$ cat config.mk
export PLATFORM = sky130hd
export DESIGN_NAME = trackball_motion_mode_translator
export DESIGN_NICKNAME = d
export VERILOG_FILES = /design/src/tmmt_pkg.sv /design/src/trackball_motion_mode_translator.sv
export SDC_FILE = /design/constraint.sdc
export NUM_CORES = 1
export LEC_CHECK = 0
export ABC_AREA = 1
export BUFFER_PORTS_ARGS = -buffer_cell sky130_fd_sc_hd__buf_2
export CAP_MARGIN = 15
export CORE_AREA = 3 3 254 319
export CTS_CLUSTER_SIZE = 16
export DETAILED_ROUTE_END_ITERATION = 8
export DIE_AREA = 0 0 257 322
export PLACE_DENSITY = 0.64
export SLEW_MARGIN = 30
export SYNTH_ARGS = -nofsm -noshare
export SYNTH_HDL_FRONTEND = slang
export SYNTH_SLANG_ARGS = --single-unit
$ cat constraint.sdc
create_clock -name clk -period 10 [get_ports clk]
set_input_delay 0 -clock clk [delete_from_list [all_inputs] [get_ports clk]]
set_output_delay 0 -clock clk [all_outputs]
set_load 0.1 [all_outputs]
$ cat src/tmmt_pkg.sv
`timescale 1ns / 1ps

package tmmt_pkg;

	// Field and register widths.
	localparam int DATA_W     = 16;
	localparam int MOVE_W     = 8;
	localparam int MODE_W     = 2;
	localparam int GAIN_W     = 10;
	localparam int THR_W      = 12;
	localparam int CFG_IDX_W  = 3;
	localparam int CFG_DATA_W = 12;
	localparam int KEY_W      = 3;

	// Longest key tap burst for one report.
	localparam int MAX_TAPS   = 15;
	localparam int TAP_CNT_W  = $clog2(MAX_TAPS + 1);
	localparam int NT_W       = $clog2(MAX_TAPS * (2 ** THR_W));
	localparam int SUM_W      = DATA_W + 1;
	localparam int CMP_W      = (NT_W > SUM_W) ? NT_W : SUM_W;

	// Saturation limits.
	localparam int SAT_LIM    = 32767;
	localparam int CLAMP_MAX  = 127;
	localparam int MAG_W      = $clog2(CLAMP_MAX + 1);

	// Cursor scaling: gain is in percent. A product at or above CUR_SAT_PROD clamps,
	// below it the divide by 100 is a multiply by a rounded-up reciprocal.
	localparam int PERCENT      = 100;
	localparam int CUR_SAT_PROD = (CLAMP_MAX + 1) * PERCENT;
	localparam int DIV100_SHIFT = 19;
	localparam int DIV100_RECIP = (2 ** DIV100_SHIFT) / PERCENT + 1;
	localparam int MUL_A_W      = DATA_W;
	localparam int MUL_B_W      = 13;
	localparam int MUL_P_W      = MUL_A_W + MUL_B_W;
	localparam int CUR_LOW_W    = $clog2(CUR_SAT_PROD);

	// Wheel step divider: the quotient saturates at CLAMP_MAX, so MAG_W bits suffice.
	localparam int DIV_W      = THR_W + MAG_W;
	localparam int DIV_CNT_W  = $clog2(MAG_W);

	// Register indexes.
	localparam logic [CFG_IDX_W-1:0] REG_MODE          = 3'd0;
	localparam logic [CFG_IDX_W-1:0] REG_INTEGRATE     = 3'd1;
	localparam logic [CFG_IDX_W-1:0] REG_GAIN          = 3'd2;
	localparam logic [CFG_IDX_W-1:0] REG_GAIN_INT      = 3'd3;
	localparam logic [CFG_IDX_W-1:0] REG_ARROW_THR     = 3'd4;
	localparam logic [CFG_IDX_W-1:0] REG_ARROW_THR_INT = 3'd5;
	localparam logic [CFG_IDX_W-1:0] REG_WHEEL_THR     = 3'd6;
	localparam logic [CFG_IDX_W-1:0] REG_WHEEL_THR_INT = 3'd7;

	// Register reset values.
	localparam logic [MODE_W-1:0] RST_MODE          = 2'd0;
	localparam logic [GAIN_W-1:0] RST_GAIN          = 10'd250;
	localparam logic [GAIN_W-1:0] RST_GAIN_INT      = 10'd20;
	localparam logic [7:0]        RST_ARROW_THR     = 8'd24;
	localparam logic [THR_W-1:0]  RST_ARROW_THR_INT = 12'd340;
	localparam logic [7:0]        RST_WHEEL_THR     = 8'd1;
	localparam logic [THR_W-1:0]  RST_WHEEL_THR_INT = 12'd150;

	// Operating modes.
	localparam logic [MODE_W-1:0] MODE_CURSOR = 2'd0;
	localparam logic [MODE_W-1:0] MODE_ARROW  = 2'd1;
	localparam logic [MODE_W-1:0] MODE_SCROLL = 2'd2;
	localparam logic [MODE_W-1:0] MODE_MEDIA  = 2'd3;

	// Key codes.
	localparam logic [KEY_W-1:0] KEY_RIGHT       = 3'd0;
	localparam logic [KEY_W-1:0] KEY_LEFT        = 3'd1;
	localparam logic [KEY_W-1:0] KEY_UP          = 3'd2;
	localparam logic [KEY_W-1:0] KEY_DOWN        = 3'd3;
	localparam logic [KEY_W-1:0] KEY_BRIGHT_UP   = 3'd4;
	localparam logic [KEY_W-1:0] KEY_BRIGHT_DOWN = 3'd5;
	localparam logic [KEY_W-1:0] KEY_VOL_UP      = 3'd6;
	localparam logic [KEY_W-1:0] KEY_VOL_DOWN    = 3'd7;

	// Beat kinds.
	localparam logic KIND_TAP   = 1'b0;
	localparam logic KIND_MOUSE = 1'b1;

	// Signed add saturated to plus or minus SAT_LIM.
	function automatic logic signed [DATA_W-1:0] sat_add(input logic signed [DATA_W-1:0] a,
		input logic signed [DATA_W-1:0] b);
		logic signed [DATA_W:0] s;
		s = {a[DATA_W-1], a} + {b[DATA_W-1], b};
		if (s > (DATA_W+1)'(SAT_LIM)) begin
			return DATA_W'(SAT_LIM);
		end else if (s < -(DATA_W+1)'(SAT_LIM)) begin
			return -DATA_W'(SAT_LIM);
		end
		return s[DATA_W-1:0];
	endfunction

	// Magnitude as an unsigned value; the most negative input maps to its true size.
	function automatic logic [DATA_W-1:0] mag(input logic signed [DATA_W-1:0] v);
		return v[DATA_W-1] ? DATA_W'(-v) : DATA_W'(v);
	endfunction

	// Attach a sign to a clamped magnitude.
	function automatic logic signed [MOVE_W-1:0] signed_mag(input logic neg,
		input logic [MAG_W-1:0] m);
		logic signed [MOVE_W-1:0] v;
		v = $signed({1'b0, m});
		return neg ? -v : v;
	endfunction

endpackage

$ cat src/trackball_motion_mode_translator.sv
// The block takes one input beat at a time: in_ready is high only in the idle state, so
// a new beat waits until the closing report of the last one is loaded. The work per beat
// is the shared multiplier sequence, the 7-step wheel divider or the tap loop of up to
// 15 taps, and an output beat held by the sink stalls the tap loop and the closing report.
// Reset (arst_n low, asynchronous): registers take their documented defaults, held
// values and accumulators clear, and the output register empties.
`timescale 1ns / 1ps

module trackball_motion_mode_translator (
	input  logic                                 clk,
	input  logic                                 arst_n,
	input  logic                                 in_valid,
	output logic                                 in_ready,
	input  logic signed [tmmt_pkg::DATA_W-1:0]   delta_x,
	input  logic signed [tmmt_pkg::DATA_W-1:0]   delta_y,
	input  logic                                 fresh_sample,
	output logic                                 out_valid,
	input  logic                                 out_ready,
	output logic                                 item_kind,
	output logic [tmmt_pkg::KEY_W-1:0]           key_code,
	output logic signed [tmmt_pkg::MOVE_W-1:0]   move_x,
	output logic signed [tmmt_pkg::MOVE_W-1:0]   move_y,
	output logic signed [tmmt_pkg::MOVE_W-1:0]   wheel_h,
	output logic signed [tmmt_pkg::MOVE_W-1:0]   wheel_v,
	output logic                                 last,
	input  logic                                 cfg_we,
	input  logic [tmmt_pkg::CFG_IDX_W-1:0]       cfg_index,
	input  logic [tmmt_pkg::CFG_DATA_W-1:0]      cfg_wdata
);

	// The sequencer walks each input beat through a handful of states. Cursor mode runs
	// the shared multiplier four times (gain, then reciprocal of 100, for each axis).
	// The other modes add the held values into the accumulators, compare the summed
	// magnitude against the threshold, and if it is reached either saturate or run the
	// restoring divider for a wheel step, or loop once per key tap. Every beat ends in the
	// REPORT state, which loads the closing mouse report.
	typedef enum logic [8:0] {
		ST_IDLE   = 9'b000000001,
		ST_HOLD   = 9'b000000010,
		ST_ACC    = 9'b000000100,
		ST_SUM    = 9'b000001000,
		ST_CMUL   = 9'b000010000,
		ST_CSCL   = 9'b000100000,
		ST_DIV    = 9'b001000000,
		ST_TAP    = 9'b010000000,
		ST_REPORT = 9'b100000000
	} state_t;

	state_t state_q;

	// Configuration registers.
	logic [tmmt_pkg::MODE_W-1:0] mode_q;
	logic                        integ_q;
	logic [tmmt_pkg::GAIN_W-1:0] gain_q;
	logic [tmmt_pkg::GAIN_W-1:0] gain_int_q;
	logic [7:0]                  arrow_thr_q;
	logic [tmmt_pkg::THR_W-1:0]  arrow_thr_int_q;
	logic [7:0]                  wheel_thr_q;
	logic [tmmt_pkg::THR_W-1:0]  wheel_thr_int_q;

	// Architectural state.
	logic signed [tmmt_pkg::DATA_W-1:0] held_x_q, held_y_q;
	logic signed [tmmt_pkg::DATA_W-1:0] accum_x_q, accum_y_q;

	// Captured input beat.
	logic signed [tmmt_pkg::DATA_W-1:0] dx_q, dy_q;
	logic                               fresh_q;

	// Working registers.
	logic                                axis_q;
	logic [tmmt_pkg::MUL_P_W-1:0]        prod_q;
	logic                                dom_x_q;
	logic                                neg_q;
	logic [tmmt_pkg::KEY_W-1:0]          code_q;
	logic [tmmt_pkg::TAP_CNT_W-1:0]      n_q;
	logic [tmmt_pkg::NT_W-1:0]           nt_q;
	logic [tmmt_pkg::SUM_W-1:0]          rem_q;
	logic [tmmt_pkg::MAG_W-1:0]          quo_q;
	logic [tmmt_pkg::DIV_CNT_W-1:0]      div_cnt_q;
	logic signed [tmmt_pkg::MOVE_W-1:0]  mx_q, my_q, wh_q, wv_q;

	// Output register.
	logic                                out_valid_q;
	logic                                out_kind_q;
	logic [tmmt_pkg::KEY_W-1:0]          out_code_q;
	logic signed [tmmt_pkg::MOVE_W-1:0]  out_mx_q, out_my_q, out_wh_q, out_wv_q;
	logic                                out_last_q;

	logic out_free;
	logic in_acc;
	assign out_free = !out_valid_q || out_ready;
	assign in_ready = (state_q == ST_IDLE);
	assign in_acc   = in_valid && in_ready;

	// Selected gain and threshold. A zero threshold behaves as one.
	logic [tmmt_pkg::GAIN_W-1:0] gain_c;
	logic [tmmt_pkg::THR_W-1:0]  thr_raw;
	logic [tmmt_pkg::THR_W-1:0]  thr_c;

	always_comb begin
		gain_c = integ_q ? gain_int_q : gain_q;
		case (mode_q)
			tmmt_pkg::MODE_SCROLL: begin
				thr_raw = integ_q ? wheel_thr_int_q : tmmt_pkg::THR_W'(wheel_thr_q);
			end
			tmmt_pkg::MODE_ARROW: begin
				thr_raw = integ_q ? arrow_thr_int_q : tmmt_pkg::THR_W'(arrow_thr_q);
			end
			default: begin
				thr_raw = tmmt_pkg::THR_W'(arrow_thr_q);
			end
		endcase
		thr_c = (thr_raw == '0) ? tmmt_pkg::THR_W'(1) : thr_raw;
	end

	// Summed magnitude of the accumulators, shared by the threshold test and the tap loop.
	logic [tmmt_pkg::DATA_W-1:0] abs_ax, abs_ay;
	logic [tmmt_pkg::SUM_W-1:0]  sum_c;
	assign abs_ax = tmmt_pkg::mag(accum_x_q);
	assign abs_ay = tmmt_pkg::mag(accum_y_q);
	assign sum_c  = {1'b0, abs_ax} + {1'b0, abs_ay};

	// Shared unsigned multiplier.
	logic [tmmt_pkg::MUL_A_W-1:0] mul_a;
	logic [tmmt_pkg::MUL_B_W-1:0] mul_b;
	logic [tmmt_pkg::MUL_P_W-1:0] mul_p;

	always_comb begin
		if (state_q == ST_CSCL) begin
			mul_a = tmmt_pkg::MUL_A_W'(prod_q[tmmt_pkg::CUR_LOW_W-1:0]);
			mul_b = tmmt_pkg::MUL_B_W'(tmmt_pkg::DIV100_RECIP);
		end else begin
			mul_a = axis_q ? tmmt_pkg::mag(held_y_q) : tmmt_pkg::mag(held_x_q);
			mul_b = tmmt_pkg::MUL_B_W'(gain_c);
		end
		mul_p = tmmt_pkg::MUL_P_W'(mul_a) * tmmt_pkg::MUL_P_W'(mul_b);
	end

	// Clamped cursor magnitude. The y axis is negated on the way out.
	logic [tmmt_pkg::MAG_W-1:0]         cur_mag;
	logic                               cur_neg;
	logic signed [tmmt_pkg::MOVE_W-1:0] cur_val;

	always_comb begin
		if (prod_q >= tmmt_pkg::MUL_P_W'(tmmt_pkg::CUR_SAT_PROD)) begin
			cur_mag = tmmt_pkg::MAG_W'(tmmt_pkg::CLAMP_MAX);
		end else begin
			cur_mag = mul_p[tmmt_pkg::DIV100_SHIFT +: tmmt_pkg::MAG_W];
		end
		cur_neg = axis_q ? !held_y_q[tmmt_pkg::DATA_W-1] : held_x_q[tmmt_pkg::DATA_W-1];
		cur_val = tmmt_pkg::signed_mag(cur_neg, cur_mag);
	end

	// One restoring divide step: subtract the threshold shifted by the bit position.
	logic [tmmt_pkg::DIV_W-1:0] div_d;
	logic                       div_ge;
	logic [tmmt_pkg::SUM_W-1:0] rem_n;
	logic [tmmt_pkg::MAG_W-1:0] quo_n;
	logic                       wheel_sat;

	always_comb begin
		div_d     = tmmt_pkg::DIV_W'(thr_c) << div_cnt_q;
		div_ge    = tmmt_pkg::DIV_W'(rem_q) >= div_d;
		rem_n     = div_ge ? (rem_q - tmmt_pkg::SUM_W'(div_d)) : rem_q;
		quo_n     = quo_q | (tmmt_pkg::MAG_W'(div_ge) << div_cnt_q);
		wheel_sat = tmmt_pkg::DIV_W'(sum_c) >= (tmmt_pkg::DIV_W'(thr_c) << tmmt_pkg::MAG_W);
	end

	// Key tap loop: tap n is due while n times the threshold fits in the current sum.
	logic tap_go;
	assign tap_go = (n_q < tmmt_pkg::TAP_CNT_W'(tmmt_pkg::MAX_TAPS))
		&& (tmmt_pkg::CMP_W'(nt_q) <= tmmt_pkg::CMP_W'(sum_c));

	// The output register takes a key tap or the closing report whenever it is free.
	logic out_load;
	assign out_load = out_free && ((state_q == ST_TAP && tap_go) || state_q == ST_REPORT);

	// The dominant accumulator moves toward zero by the threshold and stops at zero.
	logic signed [tmmt_pkg::DATA_W:0]   dom_v, pull_w, thr_s;
	logic signed [tmmt_pkg::DATA_W-1:0] pull_v;

	always_comb begin
		dom_v = dom_x_q ? {accum_x_q[tmmt_pkg::DATA_W-1], accum_x_q}
			: {accum_y_q[tmmt_pkg::DATA_W-1], accum_y_q};
		thr_s = $signed((tmmt_pkg::DATA_W+1)'(thr_c));
		if (dom_v > 0) begin
			pull_w = dom_v - thr_s;
			pull_v = (pull_w > 0) ? pull_w[tmmt_pkg::DATA_W-1:0] : '0;
		end else begin
			pull_w = dom_v + thr_s;
			pull_v = (pull_w < 0) ? pull_w[tmmt_pkg::DATA_W-1:0] : '0;
		end
	end

	// Key code of the burst, fixed from the accumulators when the burst starts.
	logic                       dom_x_c;
	logic [tmmt_pkg::KEY_W-1:0] code_c;

	always_comb begin
		dom_x_c = abs_ax > abs_ay;
		if (mode_q == tmmt_pkg::MODE_MEDIA) begin
			if (dom_x_c) begin
				code_c = (accum_x_q > 0) ? tmmt_pkg::KEY_BRIGHT_UP : tmmt_pkg::KEY_BRIGHT_DOWN;
			end else begin
				code_c = (accum_y_q > 0) ? tmmt_pkg::KEY_VOL_UP : tmmt_pkg::KEY_VOL_DOWN;
			end
		end else begin
			if (dom_x_c) begin
				code_c = (accum_x_q > 0) ? tmmt_pkg::KEY_RIGHT : tmmt_pkg::KEY_LEFT;
			end else begin
				code_c = (accum_y_q > 0) ? tmmt_pkg::KEY_UP : tmmt_pkg::KEY_DOWN;
			end
		end
	end

	// Configuration writes.
	always_ff @(posedge clk or negedge arst_n) begin
		if (!arst_n) begin
			mode_q          <= tmmt_pkg::RST_MODE;
			integ_q         <= 1'b0;
			gain_q          <= tmmt_pkg::RST_GAIN;
			gain_int_q      <= tmmt_pkg::RST_GAIN_INT;
			arrow_thr_q     <= tmmt_pkg::RST_ARROW_THR;
			arrow_thr_int_q <= tmmt_pkg::RST_ARROW_THR_INT;
			wheel_thr_q     <= tmmt_pkg::RST_WHEEL_THR;
			wheel_thr_int_q <= tmmt_pkg::RST_WHEEL_THR_INT;
		end else if (cfg_we) begin
			case (cfg_index)
				tmmt_pkg::REG_MODE:          mode_q          <= cfg_wdata[tmmt_pkg::MODE_W-1:0];
				tmmt_pkg::REG_INTEGRATE:     integ_q         <= cfg_wdata[0];
				tmmt_pkg::REG_GAIN:          gain_q          <= cfg_wdata[tmmt_pkg::GAIN_W-1:0];
				tmmt_pkg::REG_GAIN_INT:      gain_int_q      <= cfg_wdata[tmmt_pkg::GAIN_W-1:0];
				tmmt_pkg::REG_ARROW_THR:     arrow_thr_q     <= cfg_wdata[7:0];
				tmmt_pkg::REG_ARROW_THR_INT: arrow_thr_int_q <= cfg_wdata[tmmt_pkg::THR_W-1:0];
				tmmt_pkg::REG_WHEEL_THR:     wheel_thr_q     <= cfg_wdata[7:0];
				tmmt_pkg::REG_WHEEL_THR_INT: wheel_thr_int_q <= cfg_wdata[tmmt_pkg::THR_W-1:0];
				default: begin
				end
			endcase
		end
	end

	// Sequencer and control state.
	always_ff @(posedge clk or negedge arst_n) begin
		if (!arst_n) begin
			state_q     <= ST_IDLE;
			held_x_q    <= '0;
			held_y_q    <= '0;
			accum_x_q   <= '0;
			accum_y_q   <= '0;
			out_valid_q <= 1'b0;
			axis_q      <= 1'b0;
			n_q         <= '0;
			nt_q        <= '0;
			div_cnt_q   <= '0;
		end else begin
			if (out_load) begin
				out_valid_q <= 1'b1;
			end else if (out_ready) begin
				out_valid_q <= 1'b0;
			end
			case (state_q)
				ST_IDLE: begin
					if (in_acc) begin
						state_q <= ST_HOLD;
					end
				end
				ST_HOLD: begin
					if (fresh_q) begin
						if (integ_q) begin
							held_x_q <= tmmt_pkg::sat_add(held_x_q, dx_q);
							held_y_q <= tmmt_pkg::sat_add(held_y_q, dy_q);
						end else begin
							held_x_q <= dx_q;
							held_y_q <= dy_q;
						end
					end
					axis_q  <= 1'b0;
					state_q <= (mode_q == tmmt_pkg::MODE_CURSOR) ? ST_CMUL : ST_ACC;
				end
				ST_CMUL: begin
					state_q <= ST_CSCL;
				end
				ST_CSCL: begin
					axis_q  <= 1'b1;
					state_q <= axis_q ? ST_REPORT : ST_CMUL;
				end
				ST_ACC: begin
					accum_x_q <= tmmt_pkg::sat_add(accum_x_q, held_x_q);
					accum_y_q <= tmmt_pkg::sat_add(accum_y_q, held_y_q);
					state_q   <= ST_SUM;
				end
				ST_SUM: begin
					n_q       <= '0;
					nt_q      <= '0;
					div_cnt_q <= tmmt_pkg::DIV_CNT_W'(tmmt_pkg::MAG_W - 1);
					if (sum_c < tmmt_pkg::SUM_W'(thr_c)) begin
						state_q <= ST_REPORT;
					end else if (mode_q == tmmt_pkg::MODE_SCROLL) begin
						if (wheel_sat) begin
							accum_x_q <= '0;
							accum_y_q <= '0;
							state_q   <= ST_REPORT;
						end else begin
							state_q <= ST_DIV;
						end
					end else begin
						state_q <= ST_TAP;
					end
				end
				ST_DIV: begin
					if (div_cnt_q == '0) begin
						accum_x_q <= '0;
						accum_y_q <= '0;
						state_q   <= ST_REPORT;
					end else begin
						div_cnt_q <= div_cnt_q - 1'b1;
					end
				end
				ST_TAP: begin
					if (!tap_go) begin
						if (dom_x_q) begin
							accum_y_q <= '0;
						end else begin
							accum_x_q <= '0;
						end
						state_q <= ST_REPORT;
					end else if (out_free) begin
						n_q  <= n_q + 1'b1;
						nt_q <= nt_q + tmmt_pkg::NT_W'(thr_c);
						if (dom_x_q) begin
							accum_x_q <= pull_v;
						end else begin
							accum_y_q <= pull_v;
						end
					end
				end
				ST_REPORT: begin
					if (out_free) begin
						state_q <= ST_IDLE;
					end
				end
				default: begin
					state_q <= ST_IDLE;
				end
			endcase
		end
	end

	// Datapath registers; they need no reset.
	always_ff @(posedge clk) begin
		case (state_q)
			ST_IDLE: begin
				if (in_acc) begin
					dx_q    <= delta_x;
					dy_q    <= delta_y;
					fresh_q <= fresh_sample;
					mx_q    <= '0;
					my_q    <= '0;
					wh_q    <= '0;
					wv_q    <= '0;
				end
			end
			ST_CMUL: begin
				prod_q <= mul_p;
			end
			ST_CSCL: begin
				if (axis_q) begin
					my_q <= cur_val;
				end else begin
					mx_q <= cur_val;
				end
			end
			ST_SUM: begin
				dom_x_q <= dom_x_c;
				code_q  <= code_c;
				rem_q   <= sum_c;
				quo_q   <= '0;
				neg_q   <= dom_x_c ? accum_x_q[tmmt_pkg::DATA_W-1]
					: accum_y_q[tmmt_pkg::DATA_W-1];
				if (mode_q == tmmt_pkg::MODE_SCROLL && wheel_sat) begin
					if (dom_x_c) begin
						wh_q <= tmmt_pkg::signed_mag(accum_x_q[tmmt_pkg::DATA_W-1],
							tmmt_pkg::MAG_W'(tmmt_pkg::CLAMP_MAX));
					end else begin
						wv_q <= tmmt_pkg::signed_mag(accum_y_q[tmmt_pkg::DATA_W-1],
							tmmt_pkg::MAG_W'(tmmt_pkg::CLAMP_MAX));
					end
				end
			end
			ST_DIV: begin
				rem_q <= rem_n;
				quo_q <= quo_n;
				if (div_cnt_q == '0) begin
					if (dom_x_q) begin
						wh_q <= tmmt_pkg::signed_mag(neg_q, quo_n);
					end else begin
						wv_q <= tmmt_pkg::signed_mag(neg_q, quo_n);
					end
				end
			end
			ST_TAP: begin
				if (tap_go && out_free) begin
					out_kind_q <= tmmt_pkg::KIND_TAP;
					out_code_q <= code_q;
					out_mx_q   <= '0;
					out_my_q   <= '0;
					out_wh_q   <= '0;
					out_wv_q   <= '0;
					out_last_q <= 1'b0;
				end
			end
			ST_REPORT: begin
				if (out_free) begin
					out_kind_q <= tmmt_pkg::KIND_MOUSE;
					out_code_q <= tmmt_pkg::KEY_RIGHT;
					out_mx_q   <= mx_q;
					out_my_q   <= my_q;
					out_wh_q   <= wh_q;
					out_wv_q   <= wv_q;
					out_last_q <= 1'b1;
				end
			end
			default: begin
			end
		endcase
	end

	assign out_valid = out_valid_q;
	assign item_kind = out_kind_q;
	assign key_code  = out_code_q;
	assign move_x    = out_mx_q;
	assign move_y    = out_my_q;
	assign wheel_h   = out_wh_q;
	assign wheel_v   = out_wv_q;
	assign last      = out_last_q;

endmodule

After elaboration in Yosys (flattened, before gate mapping)
Cells that the tools add are included.

$mul: 1. Shifts and indexed selects: 2. Mux-type cells: 128. Reduce and logical (&&, ||, !) cells: 43. $add $sub $neg: 17. Bitwise logic cells: 1. $lt $le $gt $ge: 20. Equality and inequality tests: 43.

Operators with widths (count): 16-bit two-way mux (37); 8-bit two-way mux (20); 16-bit case mux with 4 select lines (2); 8-bit case mux with 2 select lines (6); 16-bit by 16-bit adder with 17-bit output (5); 9-bit case mux with 9 select lines (1); 9-bit two-way mux (8); 17-bit by 16-bit greater-than comparator with 1-bit output, second input constant (4); 17-bit by 16-bit less-than comparator with 1-bit output, second input constant (4); 16-bit negation (4); 8-bit case mux with 3 select lines (2); 17-bit by 19-bit greater-or-equal comparator with 1-bit output (2); 12-bit two-way mux (3); 17-bit by 1-bit greater-than comparator with 1-bit output, second input constant (2); 17-bit two-way mux (2); 2-bit inequality test, second input constant (17); 17-bit case mux with 2 select lines (1); 16-bit by 1-bit greater-than comparator with 1-bit output, second input constant (2); 16-bit case mux with 2 select lines (1); 29-bit by 14-bit greater-or-equal comparator with 1-bit output, second input constant (1); 16-bit by 13-bit multiplier with 29-bit output (1); 1-bit two-way mux (26); 12-bit case mux with 2 select lines (1); 2-bit AND reduction (12); other kinds (55) (91).

Logic and storage cells: 292. Input port bits: 53. Flip-flop bits (word level): 320.

Depth between registers and ports, before layout
Gate-level depths: netlist of run 1.

Depth in word-level cells: 13. Mapped depth: 42.

Worst setup path before layout of run 1
OpenSTA, ideal clock, no wires.

Path type: register -> register. Start: register state_q[1]. End: register mx_q[6] in the netlist's numbering (data pin). Buffers on the path: 1. Arrival: 7.017 ns. Cell stages (with the launch flop): 39. Data required time: 9.745 ns. Setup slack: 2.727 ns. Setup time: 0.255 ns. Clock period less this slack: 7.273 ns. Path through: dfrtp_1 -> nor2_1 -> nand2_1 -> nor2_1 -> inv_2 -> nor2_2 -> clkinv_1 -> clkbuf_1 -> o211ai_1 -> o21ai_0 -> inv_1 -> nor2_1 -> fa_1 -> inv_1 -> fa_1 -> inv_1 -> fa_1 -> inv_1 -> (+3 left out) -> ha_1 -> nand2_1 -> inv_1 -> a21oi_1 -> o21ai_0 -> a21boi_0 -> o21ai_0 -> a21oi_1 -> or2_2 -> nand3_1 -> inv_1 -> ha_1 -> nand4_1 -> nand2_1 -> nand2_1 -> nand2_1 -> nand2_1 -> nor2_1.

Longest elaborated chain between the ends: 8. Elaborated cells between the ends (all ways): 10. Classes of those cells: 1 x add/sub; 1 x mul; 2 x eq/ne; 6 x mux.

Ends and longest elaborated chain: start, declared (RTL line trackball_motion_mode_translator.sv:49) `state_t state_q;`; start signal, assigned (RTL line trackball_motion_mode_translator.sv:279) `state_q <= (mode_q == tmmt_pkg::MODE_CURSOR) ? ST_CMUL : ST_ACC;`; start signal, assigned (RTL line trackball_motion_mode_translator.sv:286) `state_q <= axis_q ? ST_REPORT : ST_CMUL;`; 9-bit by 6-bit == test with 1-bit output (RTL line trackball_motion_mode_translator.sv:129, trackball_motion_mode_translator.sv:352); 16-bit two-way mux or 13-bit two-way mux (tied branches) (RTL line trackball_motion_mode_translator.sv:129) `if (state_q == ST_CSCL) begin`; 16-bit by 13-bit multiplier with 29-bit output (RTL line trackball_motion_mode_translator.sv:136) `mul_p = tmmt_pkg::MUL_P_W'(mul_a) * tmmt_pkg::MUL_P_W'(mul_b);`; 7-bit two-way mux (RTL line trackball_motion_mode_translator.sv:145) `if (prod_q >= tmmt_pkg::MUL_P_W'(tmmt_pkg::CUR_SAT_PROD)) begin`; 7-bit negation with 8-bit output (RTL line tmmt_pkg.sv:104) `return neg ? -v : v;`; 8-bit two-way mux (RTL line tmmt_pkg.sv:104); 8-bit two-way mux (RTL line trackball_motion_mode_translator.sv:368) `if (axis_q) begin`; 8-bit case mux with 2 select lines * (RTL line trackball_motion_mode_translator.sv:352) `case (state_q)`; end signal, assigned (RTL line trackball_motion_mode_translator.sv:371) `mx_q <= cur_val;`; end, declared (RTL line trackball_motion_mode_translator.sv:80) `logic signed [tmmt_pkg::MOVE_W-1:0] mx_q, my_q, wh_q, wv_q;`.

Every way passes the cells marked *; elsewhere a longest branch is shown, timed or not. The select of a mux whose other input is x is not followed. A chain may end at the register's enable or synchronous reset.

Worst setup path in the final report of run 1
Start: register state_q[1]. End: register mx_q[7] in the netlist's numbering (data pin).

Same word-level chain as after synthesis.

==> impl.org, run 1 <==
** Outcome
- The run finished with clean final reports.

** Setup path
- The worst register-to-register path begins at state_q[1].
- For this run, the slowest stage of the critical path takes around 0.7 ns.
- Along the worst path, the maximum fanout reaches 29.
- The worst setup path is captured at a register.
- Dominant cell type by count on the critical path :: inv_1
- In this run the critical register-to-register path is captured at mx_q[7].
- R2R depth :: 32
- Across all register-to-register paths, the minimum setup slack is 1.17 ns.
- On the critical path, the stage with the largest delay is an instance of clkinv_1.
- The most critical setup path has its startpoint at state_q[1].
- Required time of the critical path :: between 10 and 15 ns
- Kind of start point of the critical path :: register
- Data arrives at the worst endpoint at around 9.2 ns.
- The most critical setup path has its endpoint at mx_q[7].
- Type of the setup path with the least slack :: reg2reg

** Floorplan
- The floorplan step set the die width to between 200 and 300 um.
- After floorplanning, the core was sized to cover 78,400 um2.
- Initial core utilization :: 39.8%
- Die Height :: 322 um
- The die covers between 80,000 and 90,000 um2.
- Count of standard-cell rows :: 115
- a little over 90 I/O pins were placed.

** Place
- Gpl congestion :: between 0.9 and 1
- Hpwl dp :: around 75,000 um
- Post-detailed-placement cell area :: between 30,000 and 40,000 um2
- Port Buffers :: 91

** Drt
- For this block, the initial DRC count from the detailed router was around 2,000.
- Dividing the detail-routed wire length by the instance count gives around 17 um.
- The routed design has 93,900 um of wire.
- The pre-antenna-repair detailed-routing pass consisted of 6 iterations.
- Total via count after detailed routing :: ~28,000
- Once detail routing completed, the nets flagged for antenna violations numbered 0.
- For this run, design rule violations remaining after detail routing come to 0.
- Routed vias/inst :: a little over 5

** Logic synthesis
- Counting every instance in the synthesized netlist gives around 4,200.
- Yosys mapped a number of flops with a built-in enable equal to 159.
- Yosys warning total :: 0
- Sequential-to-total area share from yosys stat :: approximately 28%
- Async S/R FF share, synth :: 50.3%
- Number of distinct library cells after synthesis :: 69
- After synthesis, the mean cell area works out to between 7 and 8 um2.
- Post-synth design cell area :: 31,200 um2
- After synthesis the netlist holds a flip-flop and latch count of 320.
- Main flop type after synthesis :: edfxtp_1

** Clock tree
- Counting every sink on the clock net gives 320.
- Clock tree synthesis selected as its root buffer the cell clkbuf_16.
- TritonCTS built the clock tree.
- Clock latency on the worst-skew pair, taken at its later pin, is around 0.6 ns.
- The clock passes through at most 3 buffers.
- After clock tree synthesis, the repair step resized 0 gates.
- After clock tree synthesis, the clock-pin slew on the worst setup and hold paths is 0.07 ns.
- The H-tree was split into 2 levels.
- Post-CTS setup buffer count :: 0
- The number of clock buffers added by TritonCTS is 39.

** Global routing
- The first global-routing pass estimated between 100,000 and 150,000 um of wire.
- Number of antenna violations at the first check in global routing :: 0
- Pin count of the biggest net entering global routing :: slightly below 70
- The number of global-route vias before repair came to 26,978.
- Summed over all layers, the global routing overflow is 0.
- Global-route usage over all layers :: between 20% and 30%

** Timing
- Measured slew at the worst slew-check pin :: 1.04 ns
- Worst clock skew on the final layout :: 0.0351 ns
- Setup repair after global routing left no endpoint under its margin.
- Worst slew margin relative to its limit :: 30.0%
- The number of pins exceeding their max-slew limit in the final report is 0.
- The clock period could shrink to 8.83 ns.
- The number of hold-slack violations in the final timing report came to 0.
- Final total negative setup slack :: 0 ns
- Final count of negative-setup-slack endpoints :: 0
- Final worst-path cycle share :: approximately nine tenths
- Static timing analysis puts the maximum clock frequency at ~0.11 GHz.

** Cells and area
- Most frequent cells in the layout :: nand2_1 (1,069), inv_1 (661), nor2_1 (426)
- The final layout contains between 4,000 and 5,000 nets.
- Most frequent standard cell in the layout excluding fill and tap cells :: nand2_1
- Antenna Cells :: 0
- From synthesis to final layout, the design area changed by 11.0%.
- For this run, the share of the core covered by cells in the final layout is 44.2%.
- Non-Filler Cell Area, Final :: around 35,000 um2
- In the final layout, the share of cells above drive strength 1 is under 10%.

** Worst hold path
- Classification of the worst-slack hold path :: in2async

** Job
- Max-Cap Viols :: 0
-- state kept, by name, summed over array words and instances (netlist names), 9 cells and up --
| signal | count |
|---|---|
| dx_q | 16 |
| prod_q | 29 |
| gain_int_q | 10 |
| held_x_q | 16 |
| held_y_q | 16 |
| gain_q | 10 |
| nt_q | 16 |
| wheel_thr_int_q | 12 |
| accum_y_q | 16 |
| accum_x_q | 16 |
| dy_q | 16 |
| state_q | 9 |
| rem_q | 17 |
| arrow_thr_int_q | 12 |
-- cell families after synthesis --
| family | after synthesis | synth area share (%) |
|---|---|---|
| buffers and inverters | 784 | 9.78 |
| AND/OR/NAND/NOR | 1927 | 25.8 |
| AO/OA/AOI/OAI | 644 | 11.2 |
| adder cells (fa/ha/maj) | 430 | 20.8 |
| flip-flops | 320 | 28.3 |
| other | 1 | 0.0120 |
| XOR/XNOR | 130 | 3.70 |
| multiplexers | 10 | 0.337 |
-- layout make-up --
cell class / instances / area (um2)
repair buffers: 164 / 1160
inverters: 687 / 2580
clock buffers: 52 / 1120
well taps: 1053 / 1320
clock inverters: 20 / 269
multi-input cells: 3145 / 19400
fillers: 8022 / 43800
flip-flops and latches: 320 / 8830
-- worst min path at each step --
| stage | startpoint | to | slack, ns | depth (start not counted) |
|---|---|---|---|---|
| after floorplan | arst_n | accum_x_q[0] | -0.30 | 0 |
| after CTS | arst_n | nt_q[14] | 0.02 | 2 |
| after global placement | arst_n | nt_q[10] | 0.08 | 1 |
| after detailed placement | arst_n | nt_q[9] | 0.08 | 1 |
| final | arst_n | n_q[2] | 0.02 | 2 |
| after global routing | in_valid | dy_q[1] | 0.05 | 3 |
-- cells in the mapped netlist, types with 68 or more instances --
| cell type | n | share of area [%] |
|---|---|---|
| nor3_1 | 68 | 1.1 |
| fa_1 | 147 | 9.4 |
| dfrtp_1 | 141 | 11 |
| nor2_1 | 428 | 5.1 |
| inv_1 | 661 | 8.0 |
| edfxtp_1 | 159 | 15 |
| o21ai_0 | 286 | 4.6 |
| a21oi_1 | 222 | 3.6 |
| ha_1 | 283 | 11 |
| xor2_1 | 94 | 2.6 |
| nand3_1 | 215 | 3.4 |
| nand2_1 | 1070 | 13 |
-- what timing repair did --
action                                  4_1_cts  5_1_grt
hold buffers                                 51        0
endpoints found under the setup margin        0        0
hold endpoints to repair                    160        0
-- stage by stage --
stage               setup slack, ns  hold WS [ns]  std cells
floorplan                      2.73        -0.296       4249
finish                         1.17        0.0182       5441
global placement               1.35        0.0786       5317
CTS                            1.30        0.0241       5441
detailed placement             1.34        0.0823       5318
global route                  0.511        0.0497       5441
-- critical path: cells and delay by family (launching register included) --
kind | cells | cell delay, ns
fa+ha+maj | 6 | 2.88
buf+inv | 10 | 2.11
flops | 1 | 0.39
compound gates | 2 | 0.70
simple gates | 14 | 2.48
-- routing by layer --
metal / track usage, % / part of all wire [%]
met4: 9.78 / 4.8
met3: 2.32 / 4.3
met2: 39.9 / 49
met1: 27.5 / 42
met5: 0 / 0
Power of run 1 is not shown: default switching activity piles up to over one toggle a cycle in this logic, so the estimate is an artifact.
==> run 2, diff against run 1 <==
==> constraint.sdc (replaced) <==
create_clock -name clk -period 10 [get_ports clk]
set_input_delay 0.5 -clock clk [delete_from_list [all_inputs] [get_ports clk]]
set_output_delay 0.5 -clock clk [all_outputs]
set_load 0.1 [all_outputs]
==> impl.org, run 2 (synthesis results as in run 1) <==
** Outcome
- The run finished with clean final reports.

** Worst hold path
- Number of cells on the worst hold path :: 1
- In this run the worst hold path is classified as in2reg.

** Timing
- Setup repair after global routing missed its margin :: no
- Measured against its own limit, the worst slew margin works out to roughly 30%.
- Final hold viol count :: 0
- The number of pins exceeding their max-slew limit in the final report is 0.
- For the pin with the worst max-slew slack, the measured transition is roughly 1.0 ns.
- After layout, the worst path uses between 80% and 90% of the clock period.
- Final critical delay including setup and external delays :: roughly 9 ns
- Maximum achievable frequency :: roughly 0.11 GHz
- Setup violations remaining at the end of the flow were counted as 0.
- Adding up every negative setup slack in the final design gives 0 ns.
- The clock arrives with ~0.037 ns of skew.

** Setup path
- The critical path is of the reg2reg type.
- The critical path runs through a total of 35 cells.
- Worst path top cell family by delay :: adder cells
- Crit-path slowest cell :: clkinv_1
- Dominant cell type by count on the critical path :: inv_1
- Along the worst path, the maximum fanout reaches 29.
- The worst setup path is launched from a register.
- Data on the critical path is required at its endpoint by between 10 and 15 ns.
- Counting cells, the worst reg-to-reg path comes to 35.
- Element type at the critical path end :: register
- Worst path arrival time :: roughly 9 ns
- In this design, the stage delay of the slowest critical-path cell is 0.69 ns.
- Counting both buffers and inverters, the worst setup path holds a total of 9.

** Floorplan
- Die Height :: between 300 and 400 um
- Count of standard-cell rows :: ~120
- Placeable core region :: around 78,000 um2
- DIE WIDTH :: approximately 260 um
- Count of pins on the block boundary :: just over 90
- Once the floorplan was initialized, standard cells occupied approximately two fifths of the core.
- Floorplan die area :: a little over 80,000 um2

** Drt
- Detailed routing placed a total of ~46,000 um of wire on met2.
- The count of nets left with antenna violations once routing finished came out at 0.
- Summed over all layers, the routed wires come to slightly above 90,000 um.
- Routed vias/inst :: 5.17
- In the final routed layout, each cell accounts on average for roughly 17 um.
- Before antenna repair, the detailed router went through 8 iterations.
- DR DRC count :: 0
- Initial drt markers :: between 1,500 and 2,000
- Total via count after detailed routing :: around 28,000
- In the detailed route, the total length drawn on met3 is 4040 um.
- Met1 Wirelength :: roughly 39,000 um
- Top Metal Used :: met4

** Global routing
- Entering global routing, the biggest net connects between 60 and 70 pins.
- The number of global-route vias before repair was between 20,000 and 30,000.
- GRT overflow :: 0
- Across every metal layer, demand over resource in global routing totals 22.3%.
- Global-route wire length before repair :: 147,000 um
- Number of antenna violations at the first check in global routing :: 0

** Cells and area
- Count of filler cells inserted in the layout :: slightly above 8,000
- Antenna Cells :: 0
- The post-route netlist has under 10% of its cells at a drive strength greater than 1.
- Storage cell area :: ~9000 um2
- Layout-stage area growth over the synthesis result :: 9.44%
- Nets@finish :: between 4,000 and 5,000
- In the final layout, the multi-input gates occupy ~19,000 um2.
- Register bank with the most flops :: prod_q
- Max reg flops :: 29
- Most frequent standard cell in the layout excluding fill and tap cells :: nand2_1
- Biggest regs :: prod_q: 29 flops, rem_q: 17 flops
- Leaving out fill and tap cells, the most frequent cells in the layout are nand2_1 (1,069), inv_1 (661), nor2_1 (426).

** Place
- After legalization and detailed placement, the total HPWL measured approximately 75,000 um.
- The count of buffers added on input and output ports is 91.
- Gpl congestion :: roughly 0.95

** Clock tree
- TritonCTS built the clock tree.
- Clock-pin slew was measured on the worst setup and hold paths at roughly 0.060 ns.
- Counting every sink on the clock net gives 320.
- TritonCTS created 39 clock buffers.
- CTS placed an instance of clkbuf_16 at the clock tree root.
- The clock reaches the later pin of the worst-skew pair after around 0.6 ns.
- No sink is reached through more buffers than the 3 on the longest clock path.
- Post-CTS setup buffer count :: 0
- Deepest level of the CTS H-tree :: 2

** Job
- Across the run, the number of max-cap violations was 0.
-- run 2: cell count changes in the layout (fill, tap and decap cells not counted), sizes merged --
cell         delta
dlygate4sd3    -50
-- run 2: metrics by stage --
step | util, % | setup slack (ns) | std cells | cell area [um2] | hold slack [ns]
3_3_place_gp | 41.7 | 1.35 | 5317 | 32700 | 0.467
5_1_grt | 43.5 | 0.511 | 5391 | 34100 | 0.0565
2_1_floorplan | - | 2.73 | 4249 | 31200 | 0.204
4_1_cts | 43.5 | 1.30 | 5391 | 34100 | 0.0493
6_report | 43.5 | 1.24 | 5391 | 34100 | 0.0802
3_5_place_dp | 41.8 | 1.34 | 5318 | 32700 | 0.473
-- run 2: cell type report --
| type | count | share of cell area, % |
|---|---|---|
| multi-input cells | 3145 | 56.7 |
| clock buffers | 52 | 3.29 |
| clock inverters | 20 | 0.788 |
| inverters | 687 | 7.55 |
| repair buffers | 114 | 1.92 |
| flip-flops and latches | 320 | 25.9 |
| well taps | 1053 | 3.86 |
-- run 2: timing repair --
item / in CTS / in global routing
hold buffers: 1 / 0
endpoints found under the hold margin: 62 / 0
endpoints found under the setup margin: 0 / 0
resized for setup: 0 / 0
-- run 2: worst register-to-register path, delay by kind of cell (launching register included) --
kind	cells	cell delay, ns
AO/OA/AOI/OAI	9	2.03
adder cells (fa/ha/maj)	7	3.12
buffers and inverters	9	1.61
flip-flops	1	0.39
AND/OR/NAND/NOR	10	1.39
-- run 2: per-layer routing --
layer  vias up  GRT usage (%)
li1      13834              -
met2       722           39.5
met4         0           9.79
met5         -              0
met1     13121           27.4
met3       179           2.28
-- run 2: path summary, 6_finish.rpt --
| check | startpoint | slack, ns | end |
|---|---|---|---|
| worst min-delay path | delta_y[1] | 0.08 | dy_q[1] |
| max in group asynchronous | arst_n | 7.59 | integ_q |
| min in group asynchronous | arst_n | 0.52 | n_q[2] |
| worst max register to register | state_q[1] | 1.24 | mx_q[4] |
| worst min register to register | arrow_thr_q[2] | 0.49 | arrow_thr_q[2] |
| worst max-delay path | state_q[1] | 1.24 | mx_q[4] |
Power of run 2 is left out for the same reason.
==> run 3, diff against run 2 <==
--- a/config.mk
+++ b/config.mk
@@ -10,7 +10,8 @@
 export CAP_MARGIN = 15
-export CORE_AREA = 3 3 254 319
+export CORE_AREA = 5 5 256 321
 export CTS_CLUSTER_SIZE = 16
 export DETAILED_ROUTE_END_ITERATION = 8
-export DIE_AREA = 0 0 257 322
+export DIE_AREA = 0 0 261 326
 export PLACE_DENSITY = 0.64
+export REMOVE_ABC_BUFFERS = 1
 export SLEW_MARGIN = 30
==> constraint.sdc (replaced) <==
create_clock -name clk -period 10 [get_ports clk]
set_input_delay 2 -clock clk [delete_from_list [all_inputs] [get_ports clk]]
set_output_delay 2 -clock clk [all_outputs]
set_load 0.1 [all_outputs]
==> impl.org, run 3 (synthesis results as in run 1) <==
** Worst hold path
- Classification of the worst-slack hold path :: reg2reg

** Drt
- The detail route stage leaves a number of antenna-violating nets equal to 0.
- After the first detailed-routing iteration, the DRC count stood at ~1,700.
- Using the TritonRoute via totals, the vias-per-cell ratio works out to roughly 5.1.
- For this block, the via count after detailed routing is 27,728.
- DR DRC count :: 0
- The pre-antenna-repair detailed-routing pass consisted of 6 iterations.
- WL final :: 92,900 um
- WL/cell :: 17.2 um

** Cells and area
- Biggest regs :: prod_q: 29 flops, rem_q: 17 flops
- Share of cells above drive strength 1 :: 6.57%
- Relative to the synthesized area, the layout overhead comes to 9.31%.
- The library cell used most frequently in the layout, excluding fill and tap cells, is nand2_1.
- Ranked by flip-flop count, first place goes to prod_q.
- The repair_antennas step left the layout with diodes totalling 0.
- Cells fill between 40% and 50% of the core in the end.
- The register with the most flip-flops in the layout has 29 of them.
- The top cell types in the final layout, fill and taps aside, are nand2_1 (1,069), inv_1 (661), nor2_1 (427).
- After the last flow step, the layout net total stands at 4,790.

** Clock tree
- The later pin in the worst-skew pair is clocked with a latency of around 0.6 ns.
- Clock tree from TritonCTS :: done
- In this run the number of H-tree levels came out at 2.
- Register clock-pin slew on the reported worst setup and hold paths :: 0.06 ns
- Maximum count of clock buffers along a single path :: 3
- CTS Hold Bufs :: 0
- Once the clock tree was built, the setup fixing pass inserted 0 buffers.
- The clock net in this run drives a total of 320 sinks.
- After clock tree synthesis, the repair step resized 0 gates.
- The tree is rooted in a clkbuf_16.
- In this run, CTS created clock tree buffers numbering 40.

** Setup path
- At the worst endpoint, the required time is around 10 ns.
- Kind of start point of the critical path :: register
- The largest individual stage delay along the critical path comes from the cell a31oi_1.
- Type of the setup path with the least slack :: reg2reg
- Element type at the critical path end :: register
- The most numerous cell type found on the critical path is inv_1.
- Maximum net fanout on the critical path :: 8
- STA puts the critical path data arrival time at between 9 and 10 ns.
- In this design, the stage delay of the slowest critical-path cell is about 0.56 ns.

** Job
- Max-Cap Viols :: 0

** Place
- Detailed placement ended at an HPWL of about 75,000 um.
- Gpl congestion :: 0.933
- In this run the tool buffered the top-level ports with 91 buffer cells.

** Global routing
- Global-route usage over all layers :: 21.4%
- Global-route wire length before repair :: approximately 150,000 um
- Entering global routing, the biggest net connects 90 pins.
- The total overflow left after global routing is 0.
- The number of global-route vias before repair is ~27,000.
- The number of antenna violations at the first check in global routing is 0.

** Timing
- Maximum achievable frequency :: ~0.12 GHz
- Final worst-path cycle share :: 86.7%
- Final critical delay including setup and external delays :: 8.67 ns
- Measured slew at the worst slew-check pin :: 0.976 ns
- Final total negative setup slack :: 0 ns
- Final count of negative-setup-slack endpoints :: 0
- Pins over their slew limit :: 0
- Setup repair after global routing missed its margin :: no
- The worst pin sits at a relative slew slack of around a third.
- Worst clock skew on the final layout :: 0.0257 ns
- Final hold viol count :: 0

** Outcome
- The run finished with clean final reports.

** Floorplan
- Count of pins on the block boundary :: 92
- The floorplan step defined a die boundary enclosing between 80,000 and 90,000 um2.
- The die is about 330 um tall.
- The die is 261 um wide.
- Placeable core region :: just under 80,000 um2
- The initial utilization of the core area, before any placement, comes to about two fifths.
- Count of standard-cell rows :: 116
## run 3: cell types whose count changed in the layout (fill, tap and decap cells not counted), moves of 2 or more
cell,previous run,this run
o21ai_0,286,284
o21ai_1,25,27
inv_4,2,0
clkbuf_1,6,9
clkinvlp_4,1,4
## run 3: path summary, 6_finish.rpt
kind,from,to,slack (ns),cells past startpoint
max reg2reg,held_y_q[1],my_q[7],1.33,37
min in group asynchronous,arst_n,arrow_thr_int_q[11],1.49,1
min reg2reg,gain_q[8],gain_q[8],0.48,2
max,held_y_q[1],my_q[7],1.33,37
min,gain_q[8],gain_q[8],0.48,2
max in group asynchronous,arst_n,held_y_q[7],7.30,2
## run 3: stage by stage
step                instance area, um2  setup slack [ns]  hold slack [ns]  instances
floorplan                        30700              1.98            0.453       4152
global placement                 32700              1.60            0.466       5326
detailed placement               32800              1.47            0.473       5327
CTS                              34100              1.45            0.488       5401
global route                     34100             0.590            0.508       5401
finish                           34100              1.33            0.482       5401
## run 3: layer usage
metal	part of all wire (%)	track usage, %	vias to the layer above
li1	-	-	13847
met1	41	26.5	12902
met2	49	37.1	772
met3	4.7	2.54	207
met4	5.6	10.1	0
met5	0	0	-
## run 3: critical path: cells and delay by family (launching register included)
family | cells | cell delay (ns)
compound gates | 3 | 0.91
buf+inv | 10 | 0.86
fa+ha+maj | 7 | 3.06
flops | 1 | 0.54
simple gates | 17 | 3.07
## run 3: layout make-up
type	instances	area [um2]
fillers	8185	45000
inverters	687	2580
repair buffers	113	653
clock inverters	20	220
multi-input cells	3145	19400
flip-flops and latches	320	8830
well taps	1062	1330
clock buffers	54	1130
Power of run 3 is left out for the same reason.
